[config.mk]
export PLATFORM = sky130hd
export DESIGN_NAME = svp_back_flat
export DESIGN_NICKNAME = d
export VERILOG_FILES = /design/src/svp_pkg.sv /design/src/svp_out_if.sv /design/src/svp_back.sv /design/src/flat_wrapper.sv
export SDC_FILE = /design/constraint.sdc
export NUM_CORES = 1
export LEC_CHECK = 0
export BUFFER_PORTS_ARGS = -buffer_cell sky130_fd_sc_hd__clkbuf_2
export CELL_PAD_IN_SITES_DETAIL_PLACEMENT = 2
export CELL_PAD_IN_SITES_GLOBAL_PLACEMENT = 2
export CORE_AREA = 2 2 43 85
export CTS_CLUSTER_SIZE = 20
export DETAILED_ROUTE_END_ITERATION = 10
export DIE_AREA = 0 0 45 87
export MAX_ROUTING_LAYER = met4
export PLACE_DENSITY_LB_ADDON = 0.2
export REMOVE_ABC_BUFFERS = 1
export SLEW_MARGIN = 10
export SYNTH_ARGS = -nofsm -noshare
export SYNTH_HDL_FRONTEND = slang
export SYNTH_SLANG_ARGS = --single-unit
[constraint.sdc]
create_clock -name i_clk -period 1.9 [get_ports i_clk]
set_input_delay 0.095 -clock i_clk [delete_from_list [all_inputs] [get_ports i_clk]]
set_output_delay 0.095 -clock i_clk [all_outputs]
set_load 0.02 [all_outputs]
[src/svp_pkg.sv]
package svp_pkg;

    // Default sizes of the sequence store
    localparam int SERVO_COUNT_DEF = 12;
    localparam int MAX_STEPS_DEF   = 64;

    // Depth of the frame queue between front and back
    localparam int QUEUE_DEPTH = 4;

    // Width of the configuration write data (widest register)
    localparam int CFG_DATA_W = 14;
    localparam int CFG_IDX_W  = 3;

    // Width used for store index arithmetic and range checks
    localparam int IX_W = 16;

    // Item commands
    localparam logic [2:0] CMD_WRITE_ENTRY  = 3'd0;
    localparam logic [2:0] CMD_WRITE_TUNING = 3'd1;
    localparam logic [2:0] CMD_START        = 3'd2;
    localparam logic [2:0] CMD_TICK         = 3'd3;
    localparam logic [2:0] CMD_SPEED        = 3'd4;
    localparam logic [2:0] CMD_ACCEL        = 3'd5;

    // Play phases, also shown as run_state
    localparam logic [1:0] PH_FINISHED = 2'd0;
    localparam logic [1:0] PH_SENDING  = 2'd1;
    localparam logic [1:0] PH_WAITING  = 2'd2;

    // Configuration register indexes
    localparam logic [CFG_IDX_W-1:0] REG_STEP_COUNT    = 3'd0;
    localparam logic [CFG_IDX_W-1:0] REG_TARGET_OPCODE = 3'd1;
    localparam logic [CFG_IDX_W-1:0] REG_SPEED_OPCODE  = 3'd2;
    localparam logic [CFG_IDX_W-1:0] REG_ACCEL_OPCODE  = 3'd3;
    localparam logic [CFG_IDX_W-1:0] REG_QUERY_OPCODE  = 3'd4;
    localparam logic [CFG_IDX_W-1:0] REG_MAX_TARGET    = 3'd5;

    // Register reset values
    localparam logic [6:0]  STEP_COUNT_RST    = 7'd0;
    localparam logic [7:0]  TARGET_OPCODE_RST = 8'd132;
    localparam logic [7:0]  SPEED_OPCODE_RST  = 8'd135;
    localparam logic [7:0]  ACCEL_OPCODE_RST  = 8'd137;
    localparam logic [7:0]  QUERY_OPCODE_RST  = 8'd147;
    localparam logic [13:0] MAX_TARGET_RST    = 14'd16383;

    // Reset value of the speed and acceleration caches
    localparam logic [15:0] RATE_CACHE_RST = 16'hFFFF;

    // Kind of a pending transaction in the front stage
    localparam logic [1:0] KIND_TARGET = 2'd0;
    localparam logic [1:0] KIND_QUERY  = 2'd1;
    localparam logic [1:0] KIND_RATE   = 2'd2;

    typedef struct packed {
        logic [6:0]  step_count;
        logic [7:0]  target_opcode;
        logic [7:0]  speed_opcode;
        logic [7:0]  accel_opcode;
        logic [7:0]  query_opcode;
        logic [13:0] max_target;
    } t_cfg;

    // One queued frame: a single query byte or a 4-byte command frame
    typedef struct packed {
        logic        is_query;
        logic [7:0]  opcode;
        logic [4:0]  servo;
        logic [15:0] value;
        logic [1:0]  run_state;
    } t_frame;

endpackage

[src/svp_out_if.sv]
interface svp_out_if;
    logic       valid;
    logic       ready;
    logic [7:0] out_byte;
    logic       last_byte;
    logic [1:0] run_state;

    modport source (
        output valid, out_byte, last_byte, run_state,
        input  ready
    );
    modport sink (
        input  valid, out_byte, last_byte, run_state,
        output ready
    );
endinterface

[src/svp_back.sv]
module svp_back (
    input  logic            i_clk,
    input  logic            i_rst_n,
    input  logic            i_frame_valid,
    input  svp_pkg::t_frame i_frame,
    output logic            o_pop,
    svp_out_if.source       o_out
);
    logic [1:0] r_idx;
    logic       r_valid;
    logic [7:0] r_byte;
    logic       r_last;
    logic [1:0] r_state;

    logic       load, last;
    logic [7:0] sel_byte;

    assign load = i_frame_valid && (!r_valid || o_out.ready);
    assign last = i_frame.is_query || (r_idx == 2'd3);
    assign o_pop = load && last;

    // Pick the byte of the frame at the head of the queue
    always_comb begin
        case (r_idx)
            2'd0:    sel_byte = i_frame.opcode;
            2'd1:    sel_byte = {3'b000, i_frame.servo};
            2'd2:    sel_byte = {1'b0, i_frame.value[6:0]};
            2'd3:    sel_byte = {1'b0, i_frame.value[13:7]};
            default: sel_byte = i_frame.opcode;
        endcase
    end

    always_ff @(posedge i_clk) begin
        if (load) begin
            r_byte  <= sel_byte;
            r_last  <= last;
            r_state <= i_frame.run_state;
        end
    end

    always_ff @(posedge i_clk) begin
        if (!i_rst_n) begin
            r_idx   <= '0;
            r_valid <= 1'b0;
        end else begin
            if (load) begin
                r_valid <= 1'b1;
                r_idx   <= last ? 2'd0 : r_idx + 2'd1;
            end else if (o_out.ready) begin
                r_valid <= 1'b0;
            end
        end
    end

    assign o_out.valid     = r_valid;
    assign o_out.out_byte  = r_byte;
    assign o_out.last_byte = r_last;
    assign o_out.run_state = r_state;
endmodule

[src/flat_wrapper.sv]
// flat-port wrapper written by rule: the top's interface ports become plain ports
module svp_back_flat 
  (i_clk, i_rst_n, i_frame_valid, i_frame, o_pop, o_out_valid, o_out_out_byte, o_out_last_byte, o_out_run_state, o_out_ready);
  svp_out_if o_out_i ();
  input  logic i_clk;
  input  logic i_rst_n;
  input  logic i_frame_valid;
  input  svp_pkg::t_frame i_frame;
  output logic o_pop;
  output wire logic [$bits(o_out_i.valid)-1:0] o_out_valid;
  output wire logic [$bits(o_out_i.out_byte)-1:0] o_out_out_byte;
  output wire logic [$bits(o_out_i.last_byte)-1:0] o_out_last_byte;
  output wire logic [$bits(o_out_i.run_state)-1:0] o_out_run_state;
  input wire logic [$bits(o_out_i.ready)-1:0] o_out_ready;
  assign o_out_valid = o_out_i.valid;
  assign o_out_out_byte = o_out_i.out_byte;
  assign o_out_last_byte = o_out_i.last_byte;
  assign o_out_run_state = o_out_i.run_state;
  assign o_out_i.ready = o_out_ready;
  svp_back u_core (.i_clk(i_clk), .i_rst_n(i_rst_n), .i_frame_valid(i_frame_valid), .i_frame(i_frame), .o_pop(o_pop), .o_out(o_out_i));
endmodule
# Word level (Yosys, flattened, before mapping)
# Index checks and enable logic that the tools add are counted.
dict set report word_totals {
  regBits 14
  in_bits 36
  output_inout_bits 13
  wordCells 20
}
dict set report classes {
  add_sub_neg 1
  n_eq_ne 3
  muxes 4
  n_reduce_logical 7
}
# operator n
set ops {}
lappend ops {{$pmux W8 S4} 1}
lappend ops {{$eq A2 B2 Y1 const B} 2}
lappend ops {{$add A2 B1 Y2 const B} 1}
lappend ops {{$eq A2 B1 Y1 const B} 1}
lappend ops {{$logic_and A1 B1 Y1} 2}
lappend ops {{$logic_not A2 Y1} 1}
lappend ops {{$logic_or A1 B1 Y1} 2}
lappend ops {{$mux W1} 2}
lappend ops {{$mux W2} 1}
lappend ops {{$reduce_bool A2 Y1} 1}
lappend ops {{$logic_not A1 Y1} 1}

# Logic depth before layout (Yosys ltp)
dict set report logic_depth {
  word_depth 4
  ltp_mapped 5
}

# Worst setup path before layout
# No wires, ideal clock.
dict set report synth_timing {
  kind {register to register}
  from {register u_core.r_idx[0]}
  to {register u_core.r_byte[2] (netlist: u_core.o_out.out_byte[2]) (data pin)}
  arrival_ns 1.062
  required_ns 1.632
  path_slack_ns 0.570
  path_stages_with_launch 5
  n_path_buf 0
  period_less_slack_ns 1.330
  cell_sequence {dfxtp_1 inv_1 ha_1 a222oi_1 mux2i_1}
}
dict set report synth_via {
  elab_chain_cells 2
  elab_cells_between_ends 5
  classes_between {eq/ne (3); mux (1); reduce/logical (1)}
}
# item line_no
set synth_rtl {}
lappend synth_rtl {{start: declaration} svp_back.sv:9} ;# logic [1:0] r_idx;
lappend synth_rtl {{start signal: assignment} svp_back.sv:48} ;# r_idx <= last ? 2'd0 : r_idx + 2'd1;
lappend synth_rtl {{$eq A2 B2 Y1 (tied with other cells)} svp_back.sv:24} ;# case (r_idx)
lappend synth_rtl {{$pmux W8 S4 *} svp_back.sv:24}
lappend synth_rtl {{net u_core.sel_byte[2]} svp_back.sv:16} ;# logic [7:0] sel_byte;
lappend synth_rtl {{end signal: assignment} svp_back.sv:35} ;# r_byte <= sel_byte;
lappend synth_rtl {{end: declaration} svp_back.sv:11} ;# logic [7:0] r_byte;
# The timed path passes the listed nets; every way through them passes the cells marked *.
# A chain may end at the register's enable or synchronous reset.

# Worst setup path in the final report
dict set report layout_timing {
  from {register u_core.r_idx[1]}
  to {output o_pop}
}
dict set report layout_via {
  elab_chain_cells 3
}
# item line_no
set layout_rtl {}
lappend layout_rtl {{$eq A2 B2 Y1} svp_back.sv:19} ;# assign last = i_frame.is_query || (r_idx == 2'd3);
lappend layout_rtl {{$logic_or A1 B1 Y1} svp_back.sv:19}
lappend layout_rtl {{$logic_and A1 B1 Y1} svp_back.sv:20} ;# assign o_pop = load && last;
lappend layout_rtl {{end: declaration} flat_wrapper.sv:9} ;# output logic o_pop;
# Every way passes these cells.

==> flow_summary.toml <==
[global_routing]
initial_antenna_violation_count = 0
grt_pass1_wl_microns = 2910
overflow = 0
track_usage_pct = 11.0
grt_max_degree = 12
first_global_vias = 650

[clock_network]
numClockSinks = 14
cts-buffers-inserted = 3
cts_tree = "done"
clock_path_buffers = 2
cts-hold-fix-buffers = 0
path_clk_slew_ns = 0.06
worst_skew_pair.late_latency_ns = 0.25
post_cts_buffers = 0
cts_repair_resized_insts = 0
htreeDepth = 1
clk_root_buffer_cell = "sky130_fd_sc_hd__clkbuf_8"

[route]
drt_drc_violations_left = 0
detailroute.via_count = 626
topRoutingLayerUsed = "met4"
routed_met2_length_microns = 896
detailedRoute.firstPassIterationCount = 5
detail_route.iter0.violations = 18
wirelength_microns = 1890
routedWlPerCell_microns = 13.7
number_of_nets_with_antenna_violations_after_routing = 0
routedLengthMet1_microns = 720
avgViaCountPerCell = 4.54
detailroute.wirelength.met3_microns = 196

[synthesis]
syn-instance-count = 58
ys_top_cells_by_area = "sky130_fd_sc_hd__edfxtp_1, sky130_fd_sc_hd__mux2i_1, sky130_fd_sc_hd__dfxtp_1"
asyncSetResetFlopFracSynth_pct = 0
synth_seq_area_share_pct = 55.5
synth_top_area_share_pct = 47.0
yosys_warnings = 0
synth.lib_cells_used.distinct = 17
syn-mean-instance-area_sq_um = 12.1
cell_accounting_for_the_most_synthesized_area = "sky130_fd_sc_hd__edfxtp_1"
synth_edf_count = 11
postSynthRegisterBits = 14
ys.flop_type = "sky130_fd_sc_hd__edfxtp_1"
syn_area_sq_um = 703
synthMostInstantiatedCell = "sky130_fd_sc_hd__edfxtp_1"
synth_commonest_cells = "sky130_fd_sc_hd__edfxtp_1, sky130_fd_sc_hd__inv_1, sky130_fd_sc_hd__mux2i_1"

[setup_path]
peak_fanout_along_the_critical_path = 8
slack_of_the_worst_reg_to_reg_path_ns = 0.42
start_kind = "register"
crit_path_end_kind = "primary output"
worstRegToRegCells = 4
timing.rr.end = "u_core.o_out.out_byte[2]"
worstSetupPathType = "reg2out"
startpoint = "u_core.r_idx[1]"
worst_ep_required_time_ns = 1.80
worstReg2RegStart = "u_core.r_idx[0]"
worst_ep_arrival_time_ns = 1.41

[sta]
relSlewSlack_pct = 67.9
worst_pin_slew_ns = 0.481
final_cycle_share_pct = 79.2
number_of_endpoints_failing_setup_at_the_final_stage = 0
grt_setup_unrepaired = "no"
slew_violations = 0
timing.fmax_mhz = 665
period_needed_ns = 1.50
hold_ws_ns = 0.0212
final.setup.tns_ns = 0
final.setup_skew_ns = 0.00155
timing.final.hold_violations = 0

[power_and_ir_drop]
cellInternalPower_uw = 598
leakage_uw = 0.000522
seqPwrFrac_pct = 45.9
switching_fraction_pct = 24.3
irDropWorstVdd_mv = 0.380
pwr_cell_area_mw_per_mm2 = 781
switchingPower_uw = 192
share_comb_of_total_power_pct = 16.8
power.share.clock_pct = 37.4

[placement]
routabilityCongestion = 0.644
io_buffers = 46
place.detailed.hpwl_microns = 1510

[hold_path]
min_path_cells = 1
timing.hold.worst_endpoint = "u_core.o_out.run_state[0]"
startpoint_of_the_tightest_hold_check_path = "i_frame[0]"
worst_min_path_class = "in2reg"

[layout]
final_layout_size_suffix_gt1_share_pct = 48.1
layout-area-overhead-vs-synth_pct = 44.0
nFillCells = 395
nets = 147
antennaDiodeCount = 0

[status]
run_status = "finished clean"

[floorplanning]
row_count = 30
die_w_microns = 45
floorplan.io_pins = 49
chipHeight_microns = 87
floorplan.die_area_sq_mm = 0.00392
start_util_pct = 21.3
placeableCoreArea_sq_mm = 0.00330

[run]
maxCapViolCount = 0
kinds of logic after synthesis:
| logic type | Yosys count | share of synthesized area (%) |
|---|---|---|
| simple gates | 11 | 8.01 |
| fa+ha+maj | 4 | 7.12 |
| mux | 7 | 9.96 |
| flops | 14 | 55.5 |
| compound gates | 10 | 11.7 |
| buf+inv | 12 | 7.65 |
flip-flops by register name (all words and copies together), names as in the netlist:
name	cells
u_core.r_idx	2
u_core.o_out.last_byte	1
u_core.o_out.valid	1
u_core.o_out.out_byte	8
u_core.o_out.run_state	2
metrics by stage:
stage,power [uW],setup WS [ns],util [%],instances,cell area [sq um]
after floorplan,439,0.568,-,56,687
after global placement,504,0.403,29.0,134,957
after detailed placement,506,0.403,29.0,134,957
after CTS,808,0.357,30.6,138,1010
after global routing,835,0.253,30.6,138,1010
final,790,0.396,30.6,138,1010
cells in the final DEF, fill, tap and decap left out:
cell type                  instances
sky130_fd_sc_hd__a22oi_1           2
sky130_fd_sc_hd__nand2b_1          1
sky130_fd_sc_hd__clkbuf_2         46
sky130_fd_sc_hd__clkbuf_8          4
sky130_fd_sc_hd__nand2_1           5
sky130_fd_sc_hd__nor2_4            1
sky130_fd_sc_hd__inv_1            10
sky130_fd_sc_hd__ha_1              4
sky130_fd_sc_hd__nand3_1           2
sky130_fd_sc_hd__a222oi_1          5
sky130_fd_sc_hd__a21boi_0          1
sky130_fd_sc_hd__dfxtp_1           3
sky130_fd_sc_hd__edfxtp_1         11
sky130_fd_sc_hd__o21ai_1           2
sky130_fd_sc_hd__mux2i_1           7
sky130_fd_sc_hd__and2_1            1
sky130_fd_sc_hd__nor2_1            1
cell type report:
class | count | area [sq um] | area share (%)
clock buffers | 4 | 55.1 | 5.44
inverters | 10 | 37.5 | 3.71
multi-input cells | 32 | 259 | 25.6
flip-flops and latches | 14 | 390 | 38.6
well taps | 32 | 40.0 | 3.96
repair buffers | 46 | 230 | 22.7
metal layers:
layer	vias to the layer above	global-route usage, %
met3	4	2.90
li1	309	-
met2	30	16.5
met5	-	-
met1	283	11.5
met4	0	8.82
power by group through the flow:
stage | registers [uW] | clock network, uW | logic (uW)
6_report | 362 | 295 | 133
5_1_grt | 365 | 323 | 147
4_1_cts | 363 | 308 | 137
3_5_place_dp | 370 | 0 | 136
3_3_place_gp | 369 | 0 | 135
2_1_floorplan | 393 | 0 | 46.1
worst max path at each step:
stage,end,slack [ns],cells after the start
global placement,u_core.o_out.out_byte[1],0.40,4
detailed placement,u_core.o_out.out_byte[2],0.40,4
finish,o_pop,0.40,4
CTS,o_pop,0.36,4
floorplan,u_core.o_out.out_byte[2],0.57,4
global route,o_pop,0.25,4
worst max-delay path: stages, from the launching register on:
cell	delay, ns
sky130_fd_sc_hd__dfxtp_1	0.39
sky130_fd_sc_hd__ha_1	0.41
sky130_fd_sc_hd__nor2_4	0.09
sky130_fd_sc_hd__nor2_1	0.10
sky130_fd_sc_hd__clkbuf_2	0.17
Note: power is estimated with default switching activity, not from simulation.
