$ cat src/svp_pkg.sv
package svp_pkg;

    // Default sizes of the sequence store
    localparam int SERVO_COUNT_DEF = 12;
    localparam int MAX_STEPS_DEF   = 64;

    // Depth of the frame queue between front and back
    localparam int QUEUE_DEPTH = 4;

    // Width of the configuration write data (widest register)
    localparam int CFG_DATA_W = 14;
    localparam int CFG_IDX_W  = 3;

    // Width used for store index arithmetic and range checks
    localparam int IX_W = 16;

    // Item commands
    localparam logic [2:0] CMD_WRITE_ENTRY  = 3'd0;
    localparam logic [2:0] CMD_WRITE_TUNING = 3'd1;
    localparam logic [2:0] CMD_START        = 3'd2;
    localparam logic [2:0] CMD_TICK         = 3'd3;
    localparam logic [2:0] CMD_SPEED        = 3'd4;
    localparam logic [2:0] CMD_ACCEL        = 3'd5;

    // Play phases, also shown as run_state
    localparam logic [1:0] PH_FINISHED = 2'd0;
    localparam logic [1:0] PH_SENDING  = 2'd1;
    localparam logic [1:0] PH_WAITING  = 2'd2;

    // Configuration register indexes
    localparam logic [CFG_IDX_W-1:0] REG_STEP_COUNT    = 3'd0;
    localparam logic [CFG_IDX_W-1:0] REG_TARGET_OPCODE = 3'd1;
    localparam logic [CFG_IDX_W-1:0] REG_SPEED_OPCODE  = 3'd2;
    localparam logic [CFG_IDX_W-1:0] REG_ACCEL_OPCODE  = 3'd3;
    localparam logic [CFG_IDX_W-1:0] REG_QUERY_OPCODE  = 3'd4;
    localparam logic [CFG_IDX_W-1:0] REG_MAX_TARGET    = 3'd5;

    // Register reset values
    localparam logic [6:0]  STEP_COUNT_RST    = 7'd0;
    localparam logic [7:0]  TARGET_OPCODE_RST = 8'd132;
    localparam logic [7:0]  SPEED_OPCODE_RST  = 8'd135;
    localparam logic [7:0]  ACCEL_OPCODE_RST  = 8'd137;
    localparam logic [7:0]  QUERY_OPCODE_RST  = 8'd147;
    localparam logic [13:0] MAX_TARGET_RST    = 14'd16383;

    // Reset value of the speed and acceleration caches
    localparam logic [15:0] RATE_CACHE_RST = 16'hFFFF;

    // Kind of a pending transaction in the front stage
    localparam logic [1:0] KIND_TARGET = 2'd0;
    localparam logic [1:0] KIND_QUERY  = 2'd1;
    localparam logic [1:0] KIND_RATE   = 2'd2;

    typedef struct packed {
        logic [6:0]  step_count;
        logic [7:0]  target_opcode;
        logic [7:0]  speed_opcode;
        logic [7:0]  accel_opcode;
        logic [7:0]  query_opcode;
        logic [13:0] max_target;
    } t_cfg;

    // One queued frame: a single query byte or a 4-byte command frame
    typedef struct packed {
        logic        is_query;
        logic [7:0]  opcode;
        logic [4:0]  servo;
        logic [15:0] value;
        logic [1:0]  run_state;
    } t_frame;

endpackage

$ cat src/svp_fifo.sv
module svp_fifo (
    input  logic           i_clk,
    input  logic           i_rst_n,
    input  logic           i_push,
    input  svp_pkg::t_frame i_data,
    output logic           o_full,
    output logic           o_valid,
    output svp_pkg::t_frame o_data,
    input  logic           i_pop
);
    localparam int PTR_W = $clog2(svp_pkg::QUEUE_DEPTH);
    localparam int CNT_W = PTR_W + 1;

    svp_pkg::t_frame   r_mem [svp_pkg::QUEUE_DEPTH];
    logic [PTR_W-1:0]  r_wr, r_rd;
    logic [CNT_W-1:0]  r_count;
    logic              push_ok, pop_ok;

    assign push_ok = i_push && !o_full;
    assign pop_ok  = i_pop && o_valid;
    assign o_full  = (r_count == CNT_W'(svp_pkg::QUEUE_DEPTH));
    assign o_valid = (r_count != '0);
    assign o_data  = r_mem[r_rd];

    always_ff @(posedge i_clk) begin
        if (push_ok) begin
            r_mem[r_wr] <= i_data;
        end
    end

    always_ff @(posedge i_clk) begin
        if (!i_rst_n) begin
            r_wr    <= '0;
            r_rd    <= '0;
            r_count <= '0;
        end else begin
            if (push_ok) begin
                r_wr <= r_wr + PTR_W'(1);
            end
            if (pop_ok) begin
                r_rd <= r_rd + PTR_W'(1);
            end
            if (push_ok && !pop_ok) begin
                r_count <= r_count + CNT_W'(1);
            end else if (pop_ok && !push_ok) begin
                r_count <= r_count - CNT_W'(1);
            end
        end
    end
endmodule

$ cat config.mk
export PLATFORM = sky130hd
export DESIGN_NAME = svp_fifo
export DESIGN_NICKNAME = d
export VERILOG_FILES = /design/src/svp_pkg.sv /design/src/svp_fifo.sv
export SDC_FILE = /design/constraint.sdc
export NUM_CORES = 1
export LEC_CHECK = 0
export ABC_AREA = 1
export BUFFER_PORTS_ARGS = -buffer_cell sky130_fd_sc_hd__buf_2
export CAP_MARGIN = 20
export CORE_UTILIZATION = 50
export DETAILED_ROUTE_END_ITERATION = 8
export PLACE_DENSITY = 0.69
export REMOVE_ABC_BUFFERS = 1
export SYNTH_ARGS = -nofsm -noshare
export SYNTH_HDL_FRONTEND = slang
export SYNTH_SLANG_ARGS = --single-unit
export TNS_END_PERCENT = 100
$ cat constraint.sdc
create_clock -name i_clk -period 3.1 [get_ports i_clk]
set_input_delay 0.31 -clock i_clk [delete_from_list [all_inputs] [get_ports i_clk]]
set_output_delay 0.31 -clock i_clk [all_outputs]
set_load 0.01 [all_outputs]
* Word level (Yosys, flattened, before mapping) *
Memory sizes are Yosys's and may differ from the RTL's. A register that Yosys moved wholly into a read port is not among the register bits.
Cells that the tools add are included.
W data, S select, Z words.

word-level totals
  bits in latches = 0
  logic and storage cells = 24
  register bits after elaboration = 7
  ROM bits = 0
  RAM bits = 128
  output and inout bits = 34
  input port bits = 36
  memories = 1

memories
  name   depth  width  rd ports  clocked after memory_dff  write ports  line            text
  r_mem  4      32     1         1                         1            svp_fifo.sv:14  svp_pkg::t_frame r_mem [svp_pkg::QUEUE_DEPTH];

cells by class
  $lt $le $gt $ge = 0
  bitwise operators = 0
  divide/modulo/power cells = 0
  reduce and logical (&&, ||, !) cells = 9
  shifts and indexed selects = 0
  $add $sub $neg = 4
  equality and inequality tests = 1
  multiplexer cells = 6
  multiply operators = 0

operators by type and width
  kind                   count
  $mux W3                2
  $add A2 B1 Y2 const B  2
  $logic_and A1 B1 Y1    4
  $mux W2                2
  $add A3 B1 Y3 const B  1
  $eq A3 B3 Y1 const B   1
  $logic_not A1 Y1       3
  $reduce_bool A3 Y1     1
  $sub A3 B1 Y3 const B  1
  $mux W1                2
  $reduce_bool A2 Y1     1

* Logic depth before layout (Yosys ltp) *
Gate-level depths: netlist of the first run.

  depth in word-level cells = 7
  gate-level depth with buffers = 13
  depth with buffers taken out = 13

* Least setup slack after synthesis of the first run *
OpenSTA, ideal clock, no wires.

  path kind = register -> register
  start = reg r_count[0]
  end = mem r_mem[1][0] (netlist name) (enable)
  stages on the path, launching flop included = 5
  period minus slack after synthesis = 2.414 ns
  data arrival time = 1.993 ns
  slack = 0.686 ns
  path buffers = 0
  path through = dfxtp_1 > nor2_2 > nand2_1 > nand2_2 > nor2_1

on the way
  cells in the longest elaborated chain, start to end = 5

ends and longest elaborated chain
  item                           line            text
  from (decl)                    svp_fifo.sv:16  logic [CNT_W-1:0] r_count;
  from (signal assigned)         svp_fifo.sv:44  r_count <= r_count + CNT_W'(1);
  from (signal assigned)         svp_fifo.sv:46  r_count <= r_count - CNT_W'(1);
  $eq A3 B3 Y1                   svp_fifo.sv:21  assign o_full = (r_count == CNT_W'(svp_pkg::QUEUE_DEPTH));
  $logic_not A1 Y1               svp_fifo.sv:19  assign push_ok = i_push && !o_full;
  $logic_and A1 B1 Y1            svp_fifo.sv:19
  $mux W1                        svp_fifo.sv:26  if (push_ok) begin
  $mux W1 (implied by the code)  svp_fifo.sv:27  r_mem[r_wr] <= i_data;
  to (decl)                      svp_fifo.sv:14

Every way passes these cells.

==> results of run 1 <==
-- state kept, by name, indices dropped and copies added (netlist names), named ones only --
signal / cells
r_mem: 128
r_count: 3
r_wr: 2
r_rd: 2
-- what timing repair did --
item	in CTS	in global routing
hold endpoints to repair	49	0
hold buffers	14	0
endpoints found under the setup margin	0	0
-- how the worst max path moves through the flow --
stage	startpoint	endpoint	slack (ps)	depth (start not counted)
after floorplan	r_count[0]	r_mem[1][0]	690	4
after global placement	r_count[1]	r_count[1]	1200	9
after detailed placement	r_count[1]	r_count[1]	1120	9
after CTS	flop	o_data[18]	620	4
after global routing	flop	o_data[27]	460	5
final	flop	o_data[18]	630	4
-- worst max-delay path, delay by kind of cell (launching register included) --
family	cells	cell delay, ps
buffers and inverters	2	560
AO/OA/AOI/OAI	2	380
flip-flops	1	700
-- power by group --
group | internal (W) | switching (W)
sequential | 0.00225 | 0.000106
clock | 0.00112 | 0.000662
combinational | 0.000425 | 0.000776
total | 0.00380 | 0.00154
-- logic make-up after synthesis --
family                     after synthesis  synth area share
adders and majority gates                6            0.0157
buffers and inverters                   36            0.0435
xor gates and xnor gates                 1           0.00166
AOI/OAI and AO/OA                      100             0.103
DFF                                    137             0.764
and+or+nand+nor                         98            0.0725
-- layout make-up --
cell class	count	area share
clock buffer	31	0.0826
clock inverter	1	0.000979
inverter	17	0.0112
multi-input combinational	205	0.163
sequential	137	0.630
tap	136	0.0266
timing repair buffer	91	0.0854
-- synthesized netlist by cell type (all sizes together) --
cell    count
clkbuf      1
o21ai      65
edfxtp    128
o22ai      32
nor2       78
inv        17
nand3       4
fa          1
buf        18
dfxtp       9
a21oi       3
ha          5
xor2        1
nand2      15
nand3b      1
-- through the flow --
step / std cells / instance area, um2 / setup WS [ps] / total power [W]
3_5_place_dp: 572 / 5720 / 1120 / 0.00359
2_1_floorplan: 359 / 5110 / 686 / 0.00308
3_3_place_gp: 572 / 5720 / 1200 / 0.00356
6_report: 618 / 6390 / 633 / 0.00534
4_1_cts: 618 / 6390 / 622 / 0.00539
5_1_grt: 618 / 6390 / 456 / 0.00561
-- per-layer routing --
metal,routed length [um],global-route usage,up-vias,part of all wire
met5,0,0,-,0
met4,136,0.0865,0,0.013
met3,614,0.0561,9,0.061
met2,4930,0.327,111,0.49
met1,4450,0.243,1577,0.44
li1,-,-,1569,-
==> key figures, run 1 <==
Die
  – I/O pin cnt: 70
  – Core Region: 0.0103 mm2
  – Die Y: 105 um
  – FP Rows: 37
  – Die width: 105 um
  – Initial Util: 0.512
  – Die Area: 0.0109 mm2

Logic synthesis
  – Synth Area per Inst: 13.9 um2
  – Ranking of synthesized cells by area: edfxtp_1 (73%), nor2_1 (5.5%), o22ai_1 (3.8%)
  – Mapped Cells: 378
  – Yosys top cell area share: 0.730
  – Flops & latches, synth: 137
  – Sequential share of the synthesized area: 0.764
  – Cell Area, Synth: 0.00527 mm2
  – Dominant cell type by area after synthesis: edfxtp_1
  – Synth warn: 0
  – Netlist cell types: 22

Worst setup path
  – Worst Reg-to-Reg Cells: 9
  – Largest stage delay, worst path: 700 ps
  – Crit path cell chain: buf_4, o21ai_0, o22ai_1, buf_2
  – Startpoint class of the critical path: flop
  – Crit path required time: 2790 ps
  – Reg2Reg Launch Point: r_count[1]
  – CP Class: flop to output pin
  – Nature of the critical path endpoint: output pin
  – Crit-path slowest cell: dfxtp_2
  – Internal reg-to-reg setup slack: 1120 ps
  – CP arrival: 2160 ps
  – Largest fanout on the critical path: 27
  – End of the worst register-to-register path: r_count[1]

Global routing
  – Global-route wire length before repair: 16,200 um
  – Largest net degree at the start of global routing: 65
  – Antenna violations before repair: 0
  – Number of global-route vias before repair: 3,320
  – Tot GR Track Use: 0.198
  – Total grt overflow: 0

CTS
  – CTS tree: built
  – Clk_lat worst skew: 510 ps
  – CTS max path bufs: 2
  – # H-tree levels: 4
  – Worst-path clk slew: 60 ps
  – CTS sink cnt: 137
  – Root Driver: clkbuf_8
  – Setup Buffers After CTS: 0
  – Resize count post-CTS: 0
  – CTS Buf Count: 17

Final layout
  – Commonest non-fill, non-tap cell in the layout: edfxtp_1
  – Most frequent cells in the layout: edfxtp_1 (128), nor2_1 (73), buf_2 (69)
  – Synth-to-Final Area Change: 21.3%
  – Antenna cells: 0
  – Final net count: 511
  – Core Util, Final: 0.622
  – Layout cells sized above 1: 0.226
  – Seq. cell area: 0.00403 mm2
  – Area of the multi-input gates: 0.00104 mm2
  – Fill cells: 795

Route
  – Number of iterations in the first detailed-routing pass: 5
  – Wire per inst: 16.4 um
  – Antenna viol nets, final: 0
  – Vias per std cell: 5.28
  – Via count: 3,266
  – Drc violations: 0
  – Post-Route WL: 10,100 um
  – Initial DRC count: 230

STA
  – Tmin final: 2470 ps
  – Slew HR: 0.604
  – Final Cycle Share: 0.796
  – RSZ-0062 raised after global routing: false
  – Hold Fails Final Rpt: 0
  – Worst Max-Slew Pin Slew: 593 ps
  – Setup_tns: 0 ps
  – FMAX: 405 MHz
  – Max Slew Vio Count: 0
  – WHS: 20.8 ps
  – Setup violators final: 0
  – Clock skew: 10.8 ps

Power
  – P_leak: 2.33 nW
  – Pwr Density: 836 mW/mm2
  – Worst vdd ir: 483 uV

Placement
  – Port buffer count: 69
  – Post-DP HPWL: 5660 um
  – RePlAce Congestion: 0.780

Job
  – Maxcap violations: 0

Hold path
  – Hold path depth: 1
  – Hold Crit Class: input port to flop
  – Worst hold path startpoint: i_data[25]
  – Hold EP: r_mem[2][25]

Status
  – Status: completed
(Power assumes the default switching activity.)
==> inputs of run 2 (changes only) <==
- ABC_AREA: 1 -> 0
- clock period: 3.1 -> 2.4 ns (I/O delays scaled with it)
==> run 2 against run 1 <==
  * Utilization grew 4.8 points
  * Non-clock buffer count up 20
  * Critical path depth down 1
  * Worst hold slack better by 66 ps
  * Critical endpoint is now o_data[29]
==> key figures, run 2 <==
CTS
  – CTS max path bufs: 2
  – CTS sink cnt: 137
  – Setup Buffers After CTS: 0
  – CTS Buf Count: 17
  – Root Driver: clkbuf_8
  – Worst-path clk slew: 60 ps
  – Clk_lat worst skew: 500 ps
  – CTS tree: built
  – # H-tree levels: 4

Worst setup path
  – CP arrival: 2030 ps
  – Crit path cell chain: buf_4, mux4_2, buf_2
  – CP Class: flop to output pin
  – Startpoint class of the critical path: flop
  – Largest stage delay, worst path: 600 ps
  – Nature of the critical path endpoint: output pin
  – Crit-path slowest cell: dfxtp_2
  – Worst path top cell family by delay: flip-flops
  – Buffers plus inverters on the worst setup path: 2
  – Largest fanout on the critical path: 11
  – Crit path required time: 2160 ps

Logic synthesis
  – Flops & latches, synth: 137
  – Cell Area, Synth: 0.00515 mm2
  – Post-synth EDFFs: 128
  – Dominant cell type by area after synthesis: edfxtp_1
  – Mapped Cells: 215
  – Netlist cell types: 23
  – Top-count cell post-synth: edfxtp_1
  – Async set-reset flop share out of synthesis: 0
  – Post-synth top cells: edfxtp_1 (128), mux4_2 (30), dfxtp_1 (9)
  – Most used DFF post-synth: edfxtp_1
  – Yosys top cell area share: 0.747
  – Synth Area per Inst: 23.9 um2
  – Sequential share of the synthesized area: 0.782
  – Ranking of synthesized cells by area: edfxtp_1 (75%), mux4_2 (13%), dfxtp_1 (3.5%)
  – Synth warn: 0

Placement
  – RePlAce Congestion: 0.631
  – Port buffer count: 69
  – Post-DP HPWL: 5250 um
  – Placed cell areas: 0.00572 mm2

STA
  – Clock skew: 7.21 ps
  – FMAX: 440 MHz
  – Tmin final: 2270 ps
  – RSZ-0062 raised after global routing: false
  – Slew HR: 0.693
  – Setup violators final: 0
  – Final Cycle Share: 0.948
  – Worst Max-Slew Pin Slew: 460 ps
  – Max Slew Vio Count: 0
  – Hold Fails Final Rpt: 0

Die
  – FP Rows: 36
  – I/O pin cnt: 70
  – Die Area: 0.0107 mm2
  – Initial Util: 0.522
  – Die width: 103 um
  – Die Y: 103 um
  – Core Region: 0.00986 mm2

Global routing
  – Global-route wire length before repair: 13,300 um
  – Tot GR Track Use: 0.181
  – Antenna violations before repair: 0
  – Total grt overflow: 0
  – Largest net degree at the start of global routing: 27
  – Number of global-route vias before repair: 2,591

Power
  – Pwr Density: 1070 mW/mm2
  – Worst vdd ir: 676 uV
  – P_leak: 2.31 nW

Final layout
  – Most frequent cells in the layout: edfxtp_1 (128), buf_2 (69), dlygate4sd3_1 (32)
  – Core Util, Final: 0.669
  – Antenna cells: 0
  – Final net count: 378
  – Synth-to-Final Area Change: 28.3%
  – Commonest non-fill, non-tap cell in the layout: edfxtp_1
  – Design area: 0.00660 mm2
  – Top flop regs: r_mem: 128 flops, r_count: 3 flops
  – Top reg by flops: r_mem
  – Number of flip-flops under the largest register name: 128
  – Layout cells sized above 1: 0.421

Route
  – Initial DRC count: 121
  – Vias per std cell: 5.21
  – Antenna viol nets, final: 0
  – Number of iterations in the first detailed-routing pass: 4
  – Post-Route WL: 8900 um
  – Drc violations: 0
  – Via count: 2,512
  – Wire per inst: 18.5 um

Hold path
  – Hold Crit Class: input port to flop

Job
  – Maxcap violations: 0

Status
  – Status: completed
## run 2: changes by cell type after synthesis, sizes merged, moves of 4 or more
cell	before	now
nor2	78	0
o21ai	65	1
mux4	0	32
o22ai	32	0
inv	17	3
nand2	15	4
buf	18	8
and2	0	8
nand3	4	0
## run 2: repair_timing
| action | in CTS | in global routing |
|---|---|---|
| hold buffers | 32 | 0 |
| gates resized for setup | 0 | 0 |
| hold endpoints to repair | 128 | 0 |
## run 2: metrics by stage
stage / total power [W] / setup slack [ps] / cells / setup TNS [ps] / hold slack (ps)
2_1_floorplan: 0.00401 / -18.5 / 206 / -37.1 / 339
3_3_place_gp: 0.00463 / 403 / 418 / 0 / 453
3_5_place_dp: 0.00467 / 208 / 418 / 0 / 459
4_1_cts: 0.00715 / 42.7 / 482 / 0 / 65.0
5_1_grt: 0.00740 / 4.27 / 482 / 0 / 66.5
6_report: 0.00707 / 126 / 482 / 0 / 86.7
## run 2: power by group
group / total [W] / internal, W / switching, W
clock network: 0.00243 / 0.00148 / 0.000953
registers: 0.00307 / 0.00291 / 0.000165
logic: 0.00156 / 0.000852 / 0.000710
total: 0.00707 / 0.00524 / 0.00183
## run 2: path summary, 6_finish.rpt
kind	start	to	slack [ps]	cells past startpoint
worst max-delay path	flop	o_data[29]	130	3
worst min-delay path	i_rst_n	r_count[1]	90	2
worst max register to register	r_count[0]	r_count[2]	230	8
worst min register to register	r_wr[1]	r_wr[1]	520	2
## run 2: layout make-up
class,count,area (um2)
Sequential cell,137,4030
Clock buffer,18,418
Fill cell,640,3260
Tap cell,133,166
Multi-Input combinational cell,66,1020
Clock inverter,14,149
Inverter,3,11.3
Timing Repair Buffer,111,816
## run 2: logic make-up after synthesis
logic type / synth area share
AOI/OAI and AO/OA: 0.00656
xor gates and xnor gates: 0.00681
adders and majority gates: 0.0160
buffers and inverters: 0.0219
DFF: 0.782
muxes: 0.147
and+or+nand+nor: 0.0199
## run 2: per-layer routing
layer | GRT usage | up-vias | share of wire
met5 | 0 | - | 0
li1 | - | 1138 | -
met4 | 0.0672 | 0 | 0.0062
met2 | 0.311 | 76 | 0.53
met1 | 0.214 | 1294 | 0.42
met3 | 0.0598 | 4 | 0.041
==> inputs of run 3 (changes only) <==
- CTS_BUF_LIST: default -> sky130_fd_sc_hd__clkbuf_4
==> run 3 against run 2 <==
  * Clock-buffer cell count did not move
  * Final cell count did not move
  * Global-route usage down 1.1 points
  * Utilization down 2.8 points
  * Largest power group unchanged
  * Critical path type is now flop to flop
==> key figures, run 3 (same netlist as run 2, synthesis figures left out) <==
Final layout
  – Top flop regs: r_mem: 128 flops, r_count: 3 flops
  – Final net count: 378
  – Commonest non-fill, non-tap cell in the layout: edfxtp_1
  – Layout cells sized above 1: 0.424
  – Top reg by flops: r_mem
  – Fill cells: 685
  – Core Util, Final: 0.641
  – Synth-to-Final Area Change: 22.8%
  – Most frequent cells in the layout: edfxtp_1 (128), buf_2 (69), dlygate4sd3_1 (32)
  – Seq. cell area: 0.00403 mm2
  – Antenna cells: 0
  – Number of flip-flops under the largest register name: 128
  – Area of the multi-input gates: 0.00102 mm2
  – Layout Cells excl Fill: 482

Global routing
  – Antenna violations before repair: 0
  – Largest net degree at the start of global routing: 27
  – Number of global-route vias before repair: 2,498
  – Tot GR Track Use: 0.171
  – Global-route wire length before repair: 12,600 um
  – Total grt overflow: 0

Power
  – Pwr Density: 960 mW/mm2
  – P_leak: 2.19 nW
  – Worst vdd ir: 577 uV
  – Power Total: 0.00607 W

STA
  – Tmin final: 2190 ps
  – Hold Fails Final Rpt: 0
  – RSZ-0062 raised after global routing: false
  – Clock skew: 15.1 ps
  – Setup violators final: 0
  – Worst Max-Slew Pin Slew: 455 ps
  – Slew HR: 0.697
  – Final Cycle Share: 0.910
  – FMAX: 458 MHz
  – Setup_tns: 0 ps
  – Max Slew Vio Count: 0

Worst setup path
  – CP Class: flop to flop
  – Crit path required time: 2830 ps
  – Largest fanout on the critical path: 6
  – CP arrival: 2610 ps
  – Nature of the critical path endpoint: flop
  – Startpoint class of the critical path: flop

Placement
  – Post-DP HPWL: 5250 um
  – RePlAce Congestion: 0.631
  – Port buffer count: 69
  – Inst Count DP: 418

Route
  – Max Used Layer: met4
  – Antenna viol nets, final: 0
  – Initial DRC count: 70
  – WL met3: 383 um
  – Met2 wire len: 4480 um
  – Vias per std cell: 5.15
  – M1 wire length: 3450 um
  – Drc violations: 0
  – Number of iterations in the first detailed-routing pass: 4
  – Post-Route WL: 8410 um
  – Wire per inst: 17.4 um
  – Via count: 2,481

Status
  – Status: completed

CTS
  – CTS tree: built
  – Setup Buffers After CTS: 0
  – Root Driver: clkbuf_4
  – CTS Buf Count: 17
  – # H-tree levels: 4
  – Worst-path clk slew: 110 ps
  – CTS max path bufs: 2
  – Clk_lat worst skew: 500 ps
  – CTS sink cnt: 137

Hold path
  – Hold Crit Class: input port to flop

Die
  – FP Rows: 36
  – Core Region: 0.00986 mm2
  – I/O pin cnt: 70
  – Die Y: 103 um
  – Die width: 103 um
  – Initial Util: 0.522
  – Die Area: 0.0107 mm2

Job
  – Maxcap violations: 0
run 3: cell count changes in the layout (fill, tap and decap cells not counted):
cell,before,now
dfxtp_4,0,1
clkbuf_1,1,0
clkbuf_8,1,0
clkbuf_16,16,0
dfxtp_2,2,1
clkbuf_4,0,18
run 3: repair_timing:
| action | CTS | global route |
|---|---|---|
| gates resized for setup | 0 | 1 |
| hold endpoints to repair | 128 | 0 |
| setup endpoints to repair | 0 | 13 |
| hold buffers | 32 | 0 |
run 3: path summary, 6_finish.rpt:
check             slack [ps]    endpoint  cells past startpoint        from
hold / removal            70        flop                      2     i_rst_n
setup reg to reg         210  r_count[2]                      8  r_count[0]
hold reg to reg          520     r_wr[1]                      2     r_wr[1]
setup / recovery         210  r_count[2]                      8  r_count[0]
run 3: power by group:
group | switching [W] | internal [W] | total, W
registers | 0.000161 | 0.00290 | 0.00307
logic | 0.000699 | 0.000852 | 0.00155
clock network | 0.000818 | 0.000634 | 0.00145
total | 0.00168 | 0.00439 | 0.00607
run 3: final cells by class:
class | instances | share of cell area
Clock buffer | 18 | 0.0214
Clock inverter | 14 | 0.0235
Inverter | 3 | 0.00178
Multi-Input combinational cell | 66 | 0.161
Sequential cell | 137 | 0.637
Tap cell | 133 | 0.0263
Timing Repair Buffer | 111 | 0.129
run 3: per-stage QoR:
step | hold WS [ps] | area, um2 | setup slack [ps]
3_3_place_gp | 453 | 5720 | 403
6_report | 66.6 | 6320 | 215
4_1_cts | 26.7 | 6320 | 15.6
5_1_grt | 18.5 | 6320 | 24.0
2_1_floorplan | 339 | 5050 | -18.5
3_5_place_dp | 459 | 5720 | 208
run 3: routing by layer:
layer,global-route usage,vias to the layer above
li1,-,1142
met1,0.200,1262
met2,0.291,66
met3,0.0571,11
met4,0.0683,0
met5,0,-
run 3: critical path, cell delays in order (launching register included):
cell and delay, ps:
dfxtp_1 500, nor3b_2 90, nor2b_1 190, ha_1 230
inv_1 70, fa_1 370, xor2_1 160, or3_1 310
a21boi_0 180
